$ cat src/rtl/sdci_pkg.sv
// Shared types and constants for the SD card initialization sequencer.
// Used by sdci_step and by sd_card_init_sequencer; depends on nothing.
`default_nettype none

package sdci_pkg;

	// Event kinds presented on the input channel.
	typedef enum logic [1:0] {
		OP_START      = 2'd0,
		OP_CMD_DONE   = 2'd1,
		OP_HOST_DONE  = 2'd2,
		OP_POLL_DELAY = 2'd3
	} op_t;

	// Actions requested from the host.
	typedef enum logic [2:0] {
		ACT_NONE      = 3'd0,
		ACT_ISSUE_CMD = 3'd1,
		ACT_SET_FREQ  = 3'd2,
		ACT_SET_1V8   = 3'd3,
		ACT_SET_WIDTH = 3'd4,
		ACT_WAIT      = 3'd5,
		ACT_DONE      = 3'd6,
		ACT_FAILED    = 3'd7
	} action_t;

	// Failure codes reported with ACT_FAILED.
	typedef enum logic [3:0] {
		FAIL_NONE         = 4'd0,
		FAIL_CMD_ERROR    = 4'd1,
		FAIL_ECHO         = 4'd2,
		FAIL_POLL_TIMEOUT = 4'd3,
		FAIL_NOT_SDHC     = 4'd4,
		FAIL_VOLT         = 4'd5,
		FAIL_RCA_STATUS   = 4'd6,
		FAIL_NOT_READY    = 4'd7,
		FAIL_CSD_VERSION  = 4'd8
	} fail_t;

	// Sequence steps; each names the completion that the step is waiting for.
	typedef enum logic [4:0] {
		ST_IDLE     = 5'd0,
		ST_CMD0     = 5'd1,
		ST_CMD8     = 5'd2,
		ST_APP_INQ  = 5'd3,
		ST_INQ      = 5'd4,
		ST_APP_POLL = 5'd5,
		ST_POLL     = 5'd6,
		ST_WAIT     = 5'd7,
		ST_FREQ     = 5'd8,
		ST_VSW      = 5'd9,
		ST_VOLT     = 5'd10,
		ST_CID      = 5'd11,
		ST_RCA      = 5'd12,
		ST_CSD      = 5'd13,
		ST_SEL      = 5'd14,
		ST_APP_SCR  = 5'd15,
		ST_SCR      = 5'd16,
		ST_APP_BW   = 5'd17,
		ST_BW       = 5'd18,
		ST_HOST_BW  = 5'd19,
		ST_DONE     = 5'd20,
		ST_FAILED   = 5'd21
	} step_t;

	// Command indices.
	localparam logic [5:0] CMD_GO_IDLE       = 6'd0;
	localparam logic [5:0] CMD_ALL_SEND_CID  = 6'd2;
	localparam logic [5:0] CMD_SEND_RCA      = 6'd3;
	localparam logic [5:0] ACMD_SET_BUS_WIDTH = 6'd6;
	localparam logic [5:0] CMD_SELECT        = 6'd7;
	localparam logic [5:0] CMD_SEND_IF_COND  = 6'd8;
	localparam logic [5:0] CMD_SEND_CSD      = 6'd9;
	localparam logic [5:0] CMD_VOLT_SWITCH   = 6'd11;
	localparam logic [5:0] ACMD_SD_SEND_OP   = 6'd41;
	localparam logic [5:0] ACMD_SEND_SCR     = 6'd51;
	localparam logic [5:0] CMD_APP_CMD       = 6'd55;

	// Arguments and response checks.
	localparam logic [11:0] IF_COND_PATTERN = 12'h1AA;
	localparam logic [31:0] IF_COND_ARG     = 32'h0000_01AA;
	localparam logic [31:0] OP_COND_ARG     = 32'h41FF_8000;
	localparam logic [31:0] BUS_WIDTH_4_ARG = 32'h0000_0002;
	localparam logic [15:0] RCA_ERR_MASK    = 16'hE000;
	localparam logic [9:0]  SCR_BLOCK_BYTES = 10'd8;
	localparam logic [27:0] WIDTH_4_BITS    = 28'd4;
	localparam logic [1:0]  CSD_VERSION_2   = 2'd1;

	// Configuration register indices and reset values.
	localparam logic CFG_ATTEMPT_LIMIT = 1'b0;
	localparam logic CFG_BUS_FREQ      = 1'b1;
	localparam logic [7:0]  ATTEMPT_LIMIT_RESET = 8'd10;
	localparam logic [27:0] BUS_FREQ_RESET      = 28'd25000000;

	// One input event.
	typedef struct packed {
		op_t         operation;
		logic        cmd_error;
		logic [31:0] resp_word0;
		logic [31:0] resp_word1;
		logic [31:0] resp_word2;
		logic [31:0] scr_word;
		logic        host_ok;
	} sdci_event_t;

	// Sequencer context carried from one event to the next.
	typedef struct packed {
		step_t       step;
		logic [7:0]  poll_attempts;
		logic [15:0] rca;
		logic [41:0] capacity;
		logic        lv_ok;
	} sdci_state_t;

	// Per-event action fields.
	typedef struct packed {
		action_t     action;
		logic [5:0]  cmd_index;
		logic [31:0] cmd_arg;
		logic [9:0]  block_size;
		logic [27:0] host_value;
		fail_t       fail_code;
	} sdci_result_t;

endpackage

`default_nettype wire

$ cat src/rtl/sdci_step.sv
// Next-step logic of the SD card initialization sequencer: one event in,
// the next context and the host action out. Depends on sdci_pkg.
`default_nettype none

module sdci_step (
	input  sdci_pkg::sdci_event_t  evt,
	input  sdci_pkg::sdci_state_t  cur,
	input  logic [7:0]             attempt_limit,
	input  logic [27:0]            bus_freq,
	output sdci_pkg::sdci_state_t  nxt,
	output sdci_pkg::sdci_result_t res
);

	logic [31:0] rca_arg;
	logic [31:0] new_rca_arg;
	logic [21:0] c_size;
	logic [41:0] capacity_calc;
	logic [7:0]  attempts_inc;
	logic        cmd_awaited;

	// Helper values derived from the current context and the event.
	assign rca_arg       = {cur.rca, 16'h0000};
	assign new_rca_arg   = {evt.resp_word0[31:16], 16'h0000};
	assign c_size        = {evt.resp_word1[5:0], evt.resp_word2[31:16]};
	assign capacity_calc = {(23'(c_size) + 23'd1), 19'd0};
	assign attempts_inc  = (cur.poll_attempts == 8'hFF) ? 8'hFF : cur.poll_attempts + 8'd1;

	// Steps that wait for a command completion.
	always_comb begin
		case (cur.step) inside
			[sdci_pkg::ST_CMD0 : sdci_pkg::ST_POLL],
			sdci_pkg::ST_VSW,
			[sdci_pkg::ST_CID : sdci_pkg::ST_BW]: cmd_awaited = 1'b1;
			default:                              cmd_awaited = 1'b0;
		endcase
	end

	// Sequence transition.
	always_comb begin
		nxt = cur;
		res = '0;
		unique case (evt.operation)
			sdci_pkg::OP_START: begin
				nxt.poll_attempts = '0;
				nxt.rca           = '0;
				nxt.capacity      = '0;
				nxt.lv_ok         = 1'b0;
				res.action        = sdci_pkg::ACT_ISSUE_CMD;
				res.cmd_index     = sdci_pkg::CMD_GO_IDLE;
				nxt.step          = sdci_pkg::ST_CMD0;
			end
			sdci_pkg::OP_CMD_DONE: begin
				if (cur.step == sdci_pkg::ST_APP_BW || cur.step == sdci_pkg::ST_BW) begin
					// Bus-width failures are not fatal: they end in done.
					if (evt.cmd_error) begin
						res.action = sdci_pkg::ACT_DONE;
						nxt.step   = sdci_pkg::ST_DONE;
					end else if (cur.step == sdci_pkg::ST_APP_BW) begin
						res.action    = sdci_pkg::ACT_ISSUE_CMD;
						res.cmd_index = sdci_pkg::ACMD_SET_BUS_WIDTH;
						res.cmd_arg   = sdci_pkg::BUS_WIDTH_4_ARG;
						nxt.step      = sdci_pkg::ST_BW;
					end else begin
						res.action     = sdci_pkg::ACT_SET_WIDTH;
						res.host_value = sdci_pkg::WIDTH_4_BITS;
						nxt.step       = sdci_pkg::ST_HOST_BW;
					end
				end else if (cmd_awaited && evt.cmd_error) begin
					res.action    = sdci_pkg::ACT_FAILED;
					res.fail_code = sdci_pkg::FAIL_CMD_ERROR;
					nxt.step      = sdci_pkg::ST_FAILED;
				end else begin
					unique case (cur.step)
						sdci_pkg::ST_CMD0: begin
							res.action    = sdci_pkg::ACT_ISSUE_CMD;
							res.cmd_index = sdci_pkg::CMD_SEND_IF_COND;
							res.cmd_arg   = sdci_pkg::IF_COND_ARG;
							nxt.step      = sdci_pkg::ST_CMD8;
						end
						sdci_pkg::ST_CMD8: begin
							if (evt.resp_word0[11:0] != sdci_pkg::IF_COND_PATTERN) begin
								res.action    = sdci_pkg::ACT_FAILED;
								res.fail_code = sdci_pkg::FAIL_ECHO;
								nxt.step      = sdci_pkg::ST_FAILED;
							end else begin
								res.action    = sdci_pkg::ACT_ISSUE_CMD;
								res.cmd_index = sdci_pkg::CMD_APP_CMD;
								nxt.step      = sdci_pkg::ST_APP_INQ;
							end
						end
						sdci_pkg::ST_APP_INQ: begin
							res.action    = sdci_pkg::ACT_ISSUE_CMD;
							res.cmd_index = sdci_pkg::ACMD_SD_SEND_OP;
							nxt.step      = sdci_pkg::ST_INQ;
						end
						sdci_pkg::ST_INQ: begin
							res.action    = sdci_pkg::ACT_ISSUE_CMD;
							res.cmd_index = sdci_pkg::CMD_APP_CMD;
							nxt.step      = sdci_pkg::ST_APP_POLL;
						end
						sdci_pkg::ST_APP_POLL: begin
							res.action    = sdci_pkg::ACT_ISSUE_CMD;
							res.cmd_index = sdci_pkg::ACMD_SD_SEND_OP;
							res.cmd_arg   = sdci_pkg::OP_COND_ARG;
							nxt.step      = sdci_pkg::ST_POLL;
						end
						sdci_pkg::ST_POLL: begin
							if (evt.resp_word0[31]) begin
								// Card is ready; it must report high capacity.
								if (!evt.resp_word0[30]) begin
									res.action    = sdci_pkg::ACT_FAILED;
									res.fail_code = sdci_pkg::FAIL_NOT_SDHC;
									nxt.step      = sdci_pkg::ST_FAILED;
								end else begin
									nxt.lv_ok      = evt.resp_word0[24];
									res.action     = sdci_pkg::ACT_SET_FREQ;
									res.host_value = bus_freq;
									nxt.step       = sdci_pkg::ST_FREQ;
								end
							end else begin
								// Still busy: count the attempt and wait or give up.
								nxt.poll_attempts = attempts_inc;
								if (attempts_inc >= attempt_limit) begin
									res.action    = sdci_pkg::ACT_FAILED;
									res.fail_code = sdci_pkg::FAIL_POLL_TIMEOUT;
									nxt.step      = sdci_pkg::ST_FAILED;
								end else begin
									res.action = sdci_pkg::ACT_WAIT;
									nxt.step   = sdci_pkg::ST_WAIT;
								end
							end
						end
						sdci_pkg::ST_VSW: begin
							res.action = sdci_pkg::ACT_SET_1V8;
							nxt.step   = sdci_pkg::ST_VOLT;
						end
						sdci_pkg::ST_CID: begin
							res.action    = sdci_pkg::ACT_ISSUE_CMD;
							res.cmd_index = sdci_pkg::CMD_SEND_RCA;
							nxt.step      = sdci_pkg::ST_RCA;
						end
						sdci_pkg::ST_RCA: begin
							// The address is kept even when the status checks fail.
							nxt.rca = evt.resp_word0[31:16];
							if ((evt.resp_word0[15:0] & sdci_pkg::RCA_ERR_MASK) != 16'h0000) begin
								res.action    = sdci_pkg::ACT_FAILED;
								res.fail_code = sdci_pkg::FAIL_RCA_STATUS;
								nxt.step      = sdci_pkg::ST_FAILED;
							end else if (!evt.resp_word0[8]) begin
								res.action    = sdci_pkg::ACT_FAILED;
								res.fail_code = sdci_pkg::FAIL_NOT_READY;
								nxt.step      = sdci_pkg::ST_FAILED;
							end else begin
								res.action    = sdci_pkg::ACT_ISSUE_CMD;
								res.cmd_index = sdci_pkg::CMD_SEND_CSD;
								res.cmd_arg   = new_rca_arg;
								nxt.step      = sdci_pkg::ST_CSD;
							end
						end
						sdci_pkg::ST_CSD: begin
							if (evt.resp_word0[31:30] != sdci_pkg::CSD_VERSION_2) begin
								res.action    = sdci_pkg::ACT_FAILED;
								res.fail_code = sdci_pkg::FAIL_CSD_VERSION;
								nxt.step      = sdci_pkg::ST_FAILED;
							end else begin
								nxt.capacity  = capacity_calc;
								res.action    = sdci_pkg::ACT_ISSUE_CMD;
								res.cmd_index = sdci_pkg::CMD_SELECT;
								res.cmd_arg   = rca_arg;
								nxt.step      = sdci_pkg::ST_SEL;
							end
						end
						sdci_pkg::ST_SEL: begin
							res.action    = sdci_pkg::ACT_ISSUE_CMD;
							res.cmd_index = sdci_pkg::CMD_APP_CMD;
							res.cmd_arg   = rca_arg;
							nxt.step      = sdci_pkg::ST_APP_SCR;
						end
						sdci_pkg::ST_APP_SCR: begin
							res.action     = sdci_pkg::ACT_ISSUE_CMD;
							res.cmd_index  = sdci_pkg::ACMD_SEND_SCR;
							res.block_size = sdci_pkg::SCR_BLOCK_BYTES;
							nxt.step       = sdci_pkg::ST_SCR;
						end
						sdci_pkg::ST_SCR: begin
							// Go for the 4-bit bus only if the card lists it.
							if (evt.scr_word[18]) begin
								res.action    = sdci_pkg::ACT_ISSUE_CMD;
								res.cmd_index = sdci_pkg::CMD_APP_CMD;
								res.cmd_arg   = rca_arg;
								nxt.step      = sdci_pkg::ST_APP_BW;
							end else begin
								res.action = sdci_pkg::ACT_DONE;
								nxt.step   = sdci_pkg::ST_DONE;
							end
						end
						default: begin
						end
					endcase
				end
			end
			sdci_pkg::OP_HOST_DONE: begin
				unique case (cur.step)
					sdci_pkg::ST_FREQ: begin
						res.action = sdci_pkg::ACT_ISSUE_CMD;
						if (cur.lv_ok) begin
							res.cmd_index = sdci_pkg::CMD_VOLT_SWITCH;
							nxt.step      = sdci_pkg::ST_VSW;
						end else begin
							res.cmd_index = sdci_pkg::CMD_ALL_SEND_CID;
							nxt.step      = sdci_pkg::ST_CID;
						end
					end
					sdci_pkg::ST_VOLT: begin
						if (!evt.host_ok) begin
							res.action    = sdci_pkg::ACT_FAILED;
							res.fail_code = sdci_pkg::FAIL_VOLT;
							nxt.step      = sdci_pkg::ST_FAILED;
						end else begin
							res.action    = sdci_pkg::ACT_ISSUE_CMD;
							res.cmd_index = sdci_pkg::CMD_ALL_SEND_CID;
							nxt.step      = sdci_pkg::ST_CID;
						end
					end
					sdci_pkg::ST_HOST_BW: begin
						res.action = sdci_pkg::ACT_DONE;
						nxt.step   = sdci_pkg::ST_DONE;
					end
					default: begin
					end
				endcase
			end
			sdci_pkg::OP_POLL_DELAY: begin
				if (cur.step == sdci_pkg::ST_WAIT) begin
					res.action    = sdci_pkg::ACT_ISSUE_CMD;
					res.cmd_index = sdci_pkg::CMD_APP_CMD;
					nxt.step      = sdci_pkg::ST_APP_POLL;
				end
			end
			default: begin
			end
		endcase
	end

endmodule

`default_nettype wire

$ cat src/rtl/sd_card_init_sequencer.sv
// An event passes through the input register, then the result register.
// Throughput: one event per cycle while the action channel does not stall;
// the sequencer context is updated when an event moves into the result
// register. Reset clears the context to the idle step, both channels to
// empty, and the attempt limit and bus frequency registers to 10 and 25 MHz.
// Top level; depends on sdci_pkg and sdci_step.
`default_nettype none

module sd_card_init_sequencer (
	input  logic        clk,
	input  logic        arst_n,
	// Configuration write port.
	input  logic        cfg_write,
	input  logic        cfg_index,
	input  logic [27:0] cfg_data,
	// Event channel.
	input  logic        in_valid,
	output logic        in_stall,
	input  logic [1:0]  operation,
	input  logic        cmd_error,
	input  logic [31:0] resp_word0,
	input  logic [31:0] resp_word1,
	input  logic [31:0] resp_word2,
	input  logic [31:0] scr_word,
	input  logic        host_ok,
	// Action channel.
	output logic        out_valid,
	input  logic        out_stall,
	output logic [2:0]  action,
	output logic [5:0]  cmd_index,
	output logic [31:0] cmd_arg,
	output logic [9:0]  data_block_size,
	output logic [27:0] host_value,
	output logic [3:0]  fail_code,
	output logic [15:0] card_rca,
	output logic [41:0] card_capacity,
	output logic        signalling_1v8
);

	logic [7:0]             attempt_limit_q;
	logic [27:0]            bus_freq_q;
	logic                   valid_s1;
	sdci_pkg::sdci_event_t  evt_s1;
	sdci_pkg::sdci_state_t  ctx_q;
	sdci_pkg::sdci_state_t  ctx_next;
	sdci_pkg::sdci_result_t res_next;
	sdci_pkg::sdci_result_t res_q;
	logic [15:0]            rca_q;
	logic [41:0]            capacity_q;
	logic                   lv_ok_q;
	logic                   out_valid_q;
	logic                   advance;
	logic                   in_take;

	// Handshake: the input stage moves on when the result register is free
	// or its transaction completes in this cycle.
	assign advance  = valid_s1 && (!out_valid_q || !out_stall);
	assign in_stall = valid_s1 && !advance;
	assign in_take  = in_valid && !in_stall;

	// Configuration registers.
	always_ff @(posedge clk or negedge arst_n) begin
		if (!arst_n) begin
			attempt_limit_q <= sdci_pkg::ATTEMPT_LIMIT_RESET;
			bus_freq_q      <= sdci_pkg::BUS_FREQ_RESET;
		end else if (cfg_write) begin
			if (cfg_index == sdci_pkg::CFG_ATTEMPT_LIMIT) begin
				attempt_limit_q <= cfg_data[7:0];
			end else begin
				bus_freq_q <= cfg_data;
			end
		end
	end

	// Input stage valid.
	always_ff @(posedge clk or negedge arst_n) begin
		if (!arst_n) begin
			valid_s1 <= 1'b0;
		end else if (in_take) begin
			valid_s1 <= 1'b1;
		end else if (advance) begin
			valid_s1 <= 1'b0;
		end
	end

	// Input stage payload.
	always_ff @(posedge clk) begin
		if (in_take) begin
			evt_s1.operation  <= sdci_pkg::op_t'(operation);
			evt_s1.cmd_error  <= cmd_error;
			evt_s1.resp_word0 <= resp_word0;
			evt_s1.resp_word1 <= resp_word1;
			evt_s1.resp_word2 <= resp_word2;
			evt_s1.scr_word   <= scr_word;
			evt_s1.host_ok    <= host_ok;
		end
	end

	sdci_step u_step (
		.evt           (evt_s1),
		.cur           (ctx_q),
		.attempt_limit (attempt_limit_q),
		.bus_freq      (bus_freq_q),
		.nxt           (ctx_next),
		.res           (res_next)
	);

	// Sequencer context.
	always_ff @(posedge clk or negedge arst_n) begin
		if (!arst_n) begin
			ctx_q.step          <= sdci_pkg::ST_IDLE;
			ctx_q.poll_attempts <= '0;
			ctx_q.rca           <= '0;
			ctx_q.capacity      <= '0;
			ctx_q.lv_ok         <= 1'b0;
		end else if (advance) begin
			ctx_q <= ctx_next;
		end
	end

	// Result valid.
	always_ff @(posedge clk or negedge arst_n) begin
		if (!arst_n) begin
			out_valid_q <= 1'b0;
		end else if (advance) begin
			out_valid_q <= 1'b1;
		end else if (!out_stall) begin
			out_valid_q <= 1'b0;
		end
	end

	// Result payload.
	always_ff @(posedge clk) begin
		if (advance) begin
			res_q      <= res_next;
			rca_q      <= ctx_next.rca;
			capacity_q <= ctx_next.capacity;
			lv_ok_q    <= ctx_next.lv_ok;
		end
	end

	assign out_valid       = out_valid_q;
	assign action          = res_q.action;
	assign cmd_index       = res_q.cmd_index;
	assign cmd_arg         = res_q.cmd_arg;
	assign data_block_size = res_q.block_size;
	assign host_value      = res_q.host_value;
	assign fail_code       = res_q.fail_code;
	assign card_rca        = rca_q;
	assign card_capacity   = capacity_q;
	assign signalling_1v8  = lv_ok_q;

	// A failure code is given exactly when the action is failed.
	assert property (@(posedge clk) disable iff (!arst_n)
		out_valid_q |-> ((res_q.action == sdci_pkg::ACT_FAILED) ==
			(res_q.fail_code != sdci_pkg::FAIL_NONE)))
		else $error("fail code does not match action");

	// Command fields stay zero unless a command is issued.
	assert property (@(posedge clk) disable iff (!arst_n)
		(out_valid_q && res_q.action != sdci_pkg::ACT_ISSUE_CMD) |->
			(res_q.cmd_index == 6'd0 && res_q.cmd_arg == 32'd0))
		else $error("command fields set without a command");

	// The context changes only when an event moves into the result register.
	assert property (@(posedge clk) disable iff (!arst_n)
		!advance |=> $stable(ctx_q))
		else $error("context changed without an event");

	// An event leaving the input stage always lands in the result register.
	assert property (@(posedge clk) disable iff (!arst_n)
		advance |=> out_valid_q)
		else $error("event lost between stages");

endmodule

`default_nettype wire
$ cat config.mk
export PLATFORM = sky130hd
export DESIGN_NAME = sd_card_init_sequencer
export DESIGN_NICKNAME = d
export VERILOG_FILES = /design/src/rtl/sdci_pkg.sv /design/src/rtl/sdci_step.sv /design/src/rtl/sd_card_init_sequencer.sv
export SDC_FILE = /design/constraint.sdc
export NUM_CORES = 1
export LEC_CHECK = 0
export ABC_AREA = 1
export ABC_CLOCK_PERIOD_IN_PS = 4500
export BUFFER_PORTS_ARGS = -buffer_cell sky130_fd_sc_hd__buf_2
export CORE_MARGIN = 10
export CORE_UTILIZATION = 49
export DETAILED_ROUTE_END_ITERATION = 12
export GPL_TIMING_DRIVEN = 0
export PLACE_DENSITY = 0.72
export SKIP_LAST_GASP = 1
export SYNTH_ARGS = -nofsm -noshare
export SYNTH_HDL_FRONTEND = slang
export SYNTH_HIERARCHICAL = 1
export SYNTH_SLANG_ARGS = --single-unit
$ cat constraint.sdc
create_clock -name clk -period 4.5 [get_ports clk]
set_input_delay 0.45 -clock clk [delete_from_list [all_inputs] [get_ports clk]]
set_output_delay 0.45 -clock clk [all_outputs]
set_load 0.02 [all_outputs]
* Word-level counts from Yosys, hierarchy flattened
Index checks and enable logic that the tools add are counted.
** Word-level totals
- Flip-flop bits (word level) :: 345
- Output and inout port bits :: 144
** Operators by class
- Add/subtract/negate cells :: 2
- Order comparisons :: 5
- Equality and inequality tests :: 33
- Muxes and demuxes :: 85
- Bitwise gates (word level) :: 2
- Reductions and logical operators :: 25
** Operator list (count)
- $pmux W32 S6 :: 1
- $mux W28 :: 5
- $mux W67 :: 2
- $pmux W67 S2 :: 1
- $mux W38 :: 3
- $mux W42 :: 2
- $mux W76 :: 1
- $mux W35 :: 2
- $pmux W5 S13 :: 1
- $mux W5 :: 12
- $pmux W6 S9 :: 1
- $mux W3 :: 16
- $mux W41 :: 1
- $eq A5 B4 Y1 const B :: 8
- $mux W36 :: 1
- $pmux W9 S4 :: 1
- $mux W4 :: 8
- $mux W8 :: 3
- $add A22 B1 Y23 const B :: 1
- $pmux W3 S7 :: 1
- $eq A5 B3 Y1 const B :: 4
- $eq A5 B5 Y1 const B :: 4
- $pmux W5 S4 :: 1
- $mux W16 :: 1
- 37 further kinds :: 71

* Longest topological paths before layout
Gate-level depths: netlist of run 1.
- Depth in word-level cells :: 9
- Depth in mapped cells :: 23

* By module
Netlist of run 1, hierarchy kept.
** Modules (own cells, without submodules)
- sd_card_init_sequencer :: times used 1, cells an instance 754, area each 12695.9 µm², sequential area each 10998.0 µm²
- sdci_step :: times used 1, cells an instance 832, area each 4155.2 µm², sequential area each 0.0 µm²

* Least setup slack after synthesis of run 1
No wires, ideal clock.
- Kind :: register -> register
- From :: register out_valid_q (netlist: out_valid)
- To :: register res_q (netlist bit action[0]) (enable)
- Library setup time :: 0.495 ns
- Arrival time :: 3.618 ns
- Path slack :: 0.387 ns
- Cell stages (with the launch flop) :: 5
- Period minus slack after synthesis :: 4.113 ns
- Cells stage by stage :: dfrtp_1 nand2_2 nand2_4 buf_2 inv_1
** On the way
- Word-level cells in the longest chain between the ends :: 3
** Ends and longest elaborated chain
- start: declaration :: line sd_card_init_sequencer.sv:51 : logic out_valid_q;
- start signal: assignment :: line sd_card_init_sequencer.sv:124 : out_valid_q <= 1'b0;
- start signal: assignment :: line sd_card_init_sequencer.sv:126 : out_valid_q <= 1'b1;
- start signal: assignment :: line sd_card_init_sequencer.sv:128 : out_valid_q <= 1'b0;
- $logic_not A1 Y1 :: line sd_card_init_sequencer.sv:57 : assign advance = valid_s1 && (!out_valid_q || !out_stall);
- $logic_or A1 B1 Y1 :: line sd_card_init_sequencer.sv:57
- $logic_and A1 B1 Y1 :: line sd_card_init_sequencer.sv:57
- via advance :: line sd_card_init_sequencer.sv:52 : logic advance;
- end signal: assignment :: line sd_card_init_sequencer.sv:135 : res_q <= res_next;
- end: declaration :: line sd_card_init_sequencer.sv:47 : sdci_pkg::sdci_result_t res_q;
The timed path passes the listed nets, and every way through them passes these cells.
A chain may end at the register's enable or synchronous reset.

==> impl_metrics.py, run 1 <==
metrics = {
    "status": {
        "run_status": "finished, final reports clean",
    },
    "min_path": {
        "whs_path_depth": 1,
        "hp-class": "in2reg",
    },
    "place": {
        "io_buffers": 235,
        "dp_slack_ps": 1158,
        "placed_area_sq_um": 16450,
        "dp_hpwl_mm": 28.84,
        "place_congestion": 0.8932,
    },
    "floorplan": {
        "fp.dieW_microns": 192.8,
        "ios": 310,
        "fp-row-count": 63,
        "core_sq_um": 29560,
        "initial_utilization_pct": 49.49,
        "die-area_sq_um": 37170,
        "chipHeight_microns": 192.8,
    },
    "timing": {
        "slew_violations": 0,
        "hold_violations": 0,
        "period_minus_slack_ps": 3369,
        "setup_viol": 0,
        "worstMarginPinSlew_ps": 1067,
        "final.setup.worst_slack_ps": 1131,
        "clock_skew_ps": 26.49,
        "rsz0062_at_grt": "no",
        "fmax_ghz": 0.2969,
        "tns_ps": 0,
        "fin_crit_sh_pct": 74.86,
        "maxSlewHeadroom_pct": 28.49,
    },
    "clock_network": {
        "tritoncts": "built",
        "clkTransAtPathRegs_ps": 60,
        "clock-sinks": 310,
        "postCtsResizedCells": 0,
        "cts-root-buf": "clkbuf_16",
        "clk_path_buf_depth": 3,
        "cts_buffers": 35,
        "h-tree-depth": 2,
        "clk_latency_ps": 510,
    },
    "cells_and_area": {
        "seq_area_sq_um": 8776,
        "multi_input_area_sq_um": 4669,
        "fillCellCount": 2516,
        "area_growth_pct": 20.67,
        "finish.utilization_pct": 59.72,
        "layout-drive-gt1-share_pct": 23.48,
        "final_nets": 1986,
        "final_area_sq_um": 17650,
    },
    "synthesis": {
        "ys_warn_count": 6,
        "netlist_instances": 1512,
        "synth_area_sq_um": 14630,
        "synth.avg_cell_area_sq_um": 9.675,
    },
    "route": {
        "drt_iter0_markers": 1290,
        "drc": 0,
        "vias": 11640,
        "drt-total-wl_mm": 40.09,
        "avgViaCountPerCell": 5.236,
        "ant_nets": 0,
        "drtPass1Iterations": 7,
        "wl_per_cell_microns": 18.03,
    },
    "setup_path": {
        "worstPathRequired_ps": 4910,
        "rr_worst_depth": 20,
        "critical-path-slowest-cell": "dfrtp_1",
        "end_kind": "flop",
        "cp_max_fo": 5,
        "criticalPathCategory": "reg2reg",
        "cp_slowest_stage_delay_ps": 410,
        "worstSetupStartpointType": "flop",
        "crit_chain": "ha_1 > nand3_1 > nor2_1 > nand2_1 > inv_1 > nand3_1 > inv_1 > nor3_1 > inv_1 > ha_1 > a21oi_1 > nor2_1 > nor3_1 > nand3_1 > nand2_1 > nand4_1 > a21oi_1 > nor2_1 > nand3_1 > nand2_1",
        "critical_path.most_common_cell": "nand3_1",
        "cp.arrival_ps": 3770,
    },
    "run": {
        "max_cap_violations": 0,
    },
    "power_and_ir_drop": {
        "p_per_area_nw_per_um2": 451.8,
        "leakage_uw": 0.008319,
        "ir_drop_v": 0.0003144,
    },
    "global_route": {
        "grt_overflow_total": 0,
        "antenna_found_initial": 2,
        "grt_pass1_wl_mm": 62.20,
        "grt_start_max_net_pins": 103,
        "grt_usage_pct": 21.14,
        "grt_pass1_vias": 11420,
    },
}
## power breakdown
group	internal [uW]	switching, uW
Sequential	3280	99.4
Clock	1790	1100
Combinational	501	1200
## registers in the layout (all words and copies together) (netlist names)
signal / flops
ctx_q: 72
cmd_arg: 32
cmd_index: 6
card_capacity: 42
fail_code: 4
evt_s1: 58
action: 3
attempt_limit_q: 8
valid_s1: 1
data_block_size: 10
signalling_1v8: 1
out_valid: 1
bus_freq_q: 28
host_value: 28
card_rca: 16
## cells in the final DEF, fill, tap and decap left out, types with 4 or more instances in the layout
cell	instances
a21boi_0	4
dfstp_2	14
clkbuf_8	8
dfrtp_1	96
clkbuf_1	17
or2_2	5
inv_1	159
a21oi_1	37
o211ai_1	4
nand2_2	10
buf_4	34
xor2_1	5
buf_6	16
nand4_1	14
nor3_1	14
nand3_1	168
nor2_2	8
a22oi_1	13
o22ai_1	10
a221oi_1	10
inv_2	8
nor2_1	134
clkbuf_16	38
nor2_4	11
conb_1	19
clkinv_1	4
o21ai_0	39
edfxtp_1	200
buf_2	249
nand2_8	4
nand2_1	417
ha_1	14
## path summary, 6_finish.rpt
| path | startpoint | endpoint | slack [ps] |
|---|---|---|---|
| worst max-delay path | ctx_q[59]$_DFFE_PN0P_ | ctx_q[71]$_DFFE_PN0P_ | 1130 |
| worst min-delay path | resp_word0[10] | evt_s1[107]$_DFFE_PP_ | 110 |
| worst max register to register | ctx_q[59]$_DFFE_PN0P_ | ctx_q[71]$_DFFE_PN0P_ | 1130 |
| worst min register to register | bus_freq_q[14]$_DFFE_PN1P_ | bus_freq_q[14]$_DFFE_PN1P_ | 460 |
| max in group asynchronous | arst_n | attempt_limit_q[3]$_DFFE_PN1P_ | 3330 |
| min in group asynchronous | arst_n | bus_freq_q[0]$_DFFE_PN0P_ | 480 |
## worst max-delay path: cells and delay by family, from the launching register on
kind	cells	cell delay [ps]
compound gates	2	310
fa+ha+maj	2	540
flops	1	410
simple gates	13	1770
buf+inv	3	250
## layout make-up
class | count | area share [%]
inverters | 170 | 3.686
repair buffers | 239 | 7.180
clock inverters | 12 | 0.8222
multi-input cells | 970 | 26.45
diodes | 2 | 0.02835
well taps | 390 | 2.764
plain buffers | 80 | 3.430
flip-flops and latches | 310 | 49.71
clock buffers | 50 | 5.925
## per-stage QoR
step | cells | hold WS (ps) | power (uW)
after global routing | 2223 | 91.89 | 8356
after detailed placement | 2158 | 448.9 | 5120
final | 2223 | 108.8 | 7975
after floorplan | 1530 | 154.4 | 4554
after global placement | 2155 | 451.0 | 5141
after CTS | 2221 | 90.14 | 8048
## repair_timing
action,CTS,global route
endpoints found under the hold margin,38,0
buffers inserted,0,0
endpoints found under the setup margin,0,0
hold buffers,1,0
## routing by layer
metal  track usage, %  vias to the layer above  routed length, microns
met3            3.831                       87                    3301
met1            28.49                     5486                   16890
met2            33.69                      517                   18800
li1                 -                     5549                       -
met4            7.364                        0                    1094
met5                0                        -                       0
Power figures use the tool's default switching activity.
==> run 2: changes to the inputs <==
--- a/config.mk
+++ b/config.mk
@@ -5,8 +5,8 @@
 export SDC_FILE = /design/constraint.sdc
 export NUM_CORES = 1
 export LEC_CHECK = 0
-export ABC_AREA = 1
-export ABC_CLOCK_PERIOD_IN_PS = 4500
+export ABC_AREA = 0
+export ABC_CLOCK_PERIOD_IN_PS = 3100
 export BUFFER_PORTS_ARGS = -buffer_cell sky130_fd_sc_hd__buf_2
 export CORE_MARGIN = 10
 export CORE_UTILIZATION = 49
==> constraint.sdc (replaced) <==
create_clock -name clk -period 3.1 [get_ports clk]
set_input_delay 0.31 -clock clk [delete_from_list [all_inputs] [get_ports clk]]
set_output_delay 0.31 -clock clk [all_outputs]
set_load 0.02 [all_outputs]
==> impl_metrics.py, run 2 <==
metrics = {
    "setup_path": {
        "critical-path-slowest-cell": "dfrtp_2",
        "worstPathRequired_ps": 3560,
        "critical_path.most_common_cell": "and3_1",
        "end_kind": "flop",
        "cp_slowest_stage_delay_ps": 430,
        "cp.arrival_ps": 3470,
        "critPathTopFamily": "simple AND/OR/NAND/NOR gates",
        "worstSetupStartpointType": "flop",
        "rrSetupSlack_ps": 90,
        "critPathBufInv": 1,
        "criticalPathCategory": "reg2reg",
        "crit_chain": "buf_4 > and3_1 > and3_1 > nand3_1 > mux2i_2 > ha_1 > a21oi_1 > o21ai_4 > o21ai_1 > or3b_4 > mux2_4",
        "cp_max_fo": 6,
    },
    "power_and_ir_drop": {
        "p_per_area_nw_per_um2": 618.9,
        "p_switching_uw": 3217,
        "p_comb_share_pct": 19.8,
        "cellInternalPower_uw": 8035,
        "clkPwrFrac_pct": 36.8,
        "leakage_uw": 0.007744,
        "p_seq_share_pct": 43.4,
        "swShare_pct": 28.59,
        "ir_drop_v": 0.0005185,
    },
    "synthesis": {
        "netlist_instances": 1087,
        "synth_area_sq_um": 14260,
        "ys_warn_count": 6,
        "synth.avg_cell_area_sq_um": 13.12,
    },
    "floorplan": {
        "core_sq_um": 28700,
        "initial_utilization_pct": 49.68,
        "fp.dieW_microns": 190.6,
        "ios": 310,
        "fp-row-count": 62,
        "chipHeight_microns": 190.6,
        "die-area_sq_um": 36320,
    },
    "route": {
        "avgViaCountPerCell": 5.463,
        "vias": 10270,
        "drt_iter0_markers": 852,
        "drt-total-wl_mm": 39.87,
        "drc": 0,
        "drtPass1Iterations": 6,
        "wl_per_cell_microns": 21.22,
        "ant_nets": 0,
    },
    "place": {
        "io_buffers": 235,
        "place_congestion": 0.9447,
        "dp_hpwl_mm": 26.41,
        "dp_cells": 1726,
    },
    "timing": {
        "clock_skew_ps": 9.141,
        "fmax_ghz": 0.3322,
        "fin_crit_sh_pct": 97.10,
        "slew_violations": 0,
        "worstMarginPinSlew_ps": 978.8,
        "rsz0062_at_grt": "yes",
        "hold_violations": 0,
        "tns_ps": 0,
        "hold_ws_ps": 263.9,
        "maxSlewHeadroom_pct": 34.75,
        "period_minus_slack_ps": 3010,
        "setup_viol": 0,
    },
    "cells_and_area": {
        "layout-drive-gt1-share_pct": 33.51,
        "largest_register": "ctx_q",
        "final_nets": 1650,
        "largest_reg_flops": 72,
        "n_antenna_cell": 0,
        "final_cell_mix": "buf_2, edfxtp_1, dfrtp_1, dlygate4sd3_1, nand2_1",
        "stdcell_count": 1879,
        "layout_commonest_cell": "buf_2",
        "area_growth_pct": 27.50,
    },
    "clock_network": {
        "h-tree-depth": 1,
        "clk_path_buf_depth": 3,
        "clk_latency_ps": 570,
        "cts-root-buf": "clkbuf_16",
        "clkTransAtPathRegs_ps": 70,
        "clock-sinks": 310,
        "tritoncts": "built",
        "cts_buffers": 31,
    },
    "global_route": {
        "grt_start_max_net_pins": 152,
        "grt_overflow_total": 0,
        "antenna_found_initial": 0,
        "grt_usage_pct": 21.39,
        "grt_pass1_wl_mm": 61.22,
        "grt_pass1_vias": 10500,
    },
    "run": {
        "max_cap_violations": 0,
    },
    "min_path": {
        "hp-class": "in2async",
    },
    "status": {
        "run_status": "finished, final reports clean",
    },
}
[run 2: worst register-to-register path, stage by stage (launching register included)]
cell and delay (ps):
dfrtp_2 430, buf_4 160, and3_1 240, and3_1 260, nand3_1 140, mux2i_2 270
ha_1 280, a21oi_1 230, o21ai_4 130, o21ai_1 130, or3b_4 380, mux2_4 260
[run 2: path summary, 6_finish.rpt]
kind                                           start                              to  cells after the start
setup / recovery               ctx_q[59]$_DFFE_PN0P_           ctx_q[71]$_DFFE_PN0P_                     11
hold / removal                                arst_n            valid_s1$_DFFE_PN0P_                      2
setup reg to reg               ctx_q[59]$_DFFE_PN0P_           ctx_q[71]$_DFFE_PN0P_                     11
hold reg to reg            bus_freq_q[9]$_DFFE_PN0P_       bus_freq_q[9]$_DFFE_PN0P_                      1
max in group asynchronous                     arst_n  attempt_limit_q[3]$_DFFE_PN1P_                      3
min in group clk                           cfg_write      bus_freq_q[19]$_DFFE_PN1P_                      3
[run 2: cell type report]
type / instances / area [sq um]
inverters: 23 / 86.33
well taps: 384 / 480.5
repair buffers: 332 / 2173
clock inverters: 22 / 337.8
plain buffers: 82 / 553.0
fillers: 2198 / 10520
flip-flops and latches: 310 / 8781
clock buffers: 36 / 794.5
multi-input cells: 690 / 4975
[run 2: what timing repair did]
item	in CTS	in global routing
endpoints found under the hold margin	143	0
buffers inserted	3	3
pin swaps	1	4
resized for setup	5	15
hold buffers	89	0
endpoints found under the setup margin	5	41
[run 2: power by group through the flow]
stage | Sequential [uW] | Combinational [uW] | Clock [uW]
detailed placement | 4960 | 2080 | 0
finish | 4890 | 2230 | 4140
global placement | 4960 | 2100 | 0
global route | 4910 | 2380 | 4380
CTS | 4880 | 2170 | 4200
floorplan | 5090 | 1190 | 0
[run 2: stage by stage]
| stage | area [sq um] | power, uW | utilization (%) | setup WS, ps |
|---|---|---|---|---|
| floorplan | 14340 | 6282 | - | 6.262 |
| global route | 18180 | 11670 | 63.34 | -12.94 |
| CTS | 18120 | 11250 | 63.12 | 13.06 |
| global placement | 16000 | 7053 | 55.74 | -502.2 |
| detailed placement | 16060 | 7037 | 55.96 | -523.7 |
| finish | 18180 | 11250 | 63.34 | 89.94 |
[run 2: routing by layer]
metal / vias to the layer above / part of all wire, % / track usage, %
met5: - / 0 / 0
met4: 0 / 2.8 / 6.420
met3: 84 / 7.7 / 4.407
met2: 448 / 48 / 34.79
met1: 4990 / 41 / 28.34
li1: 4743 / - / -
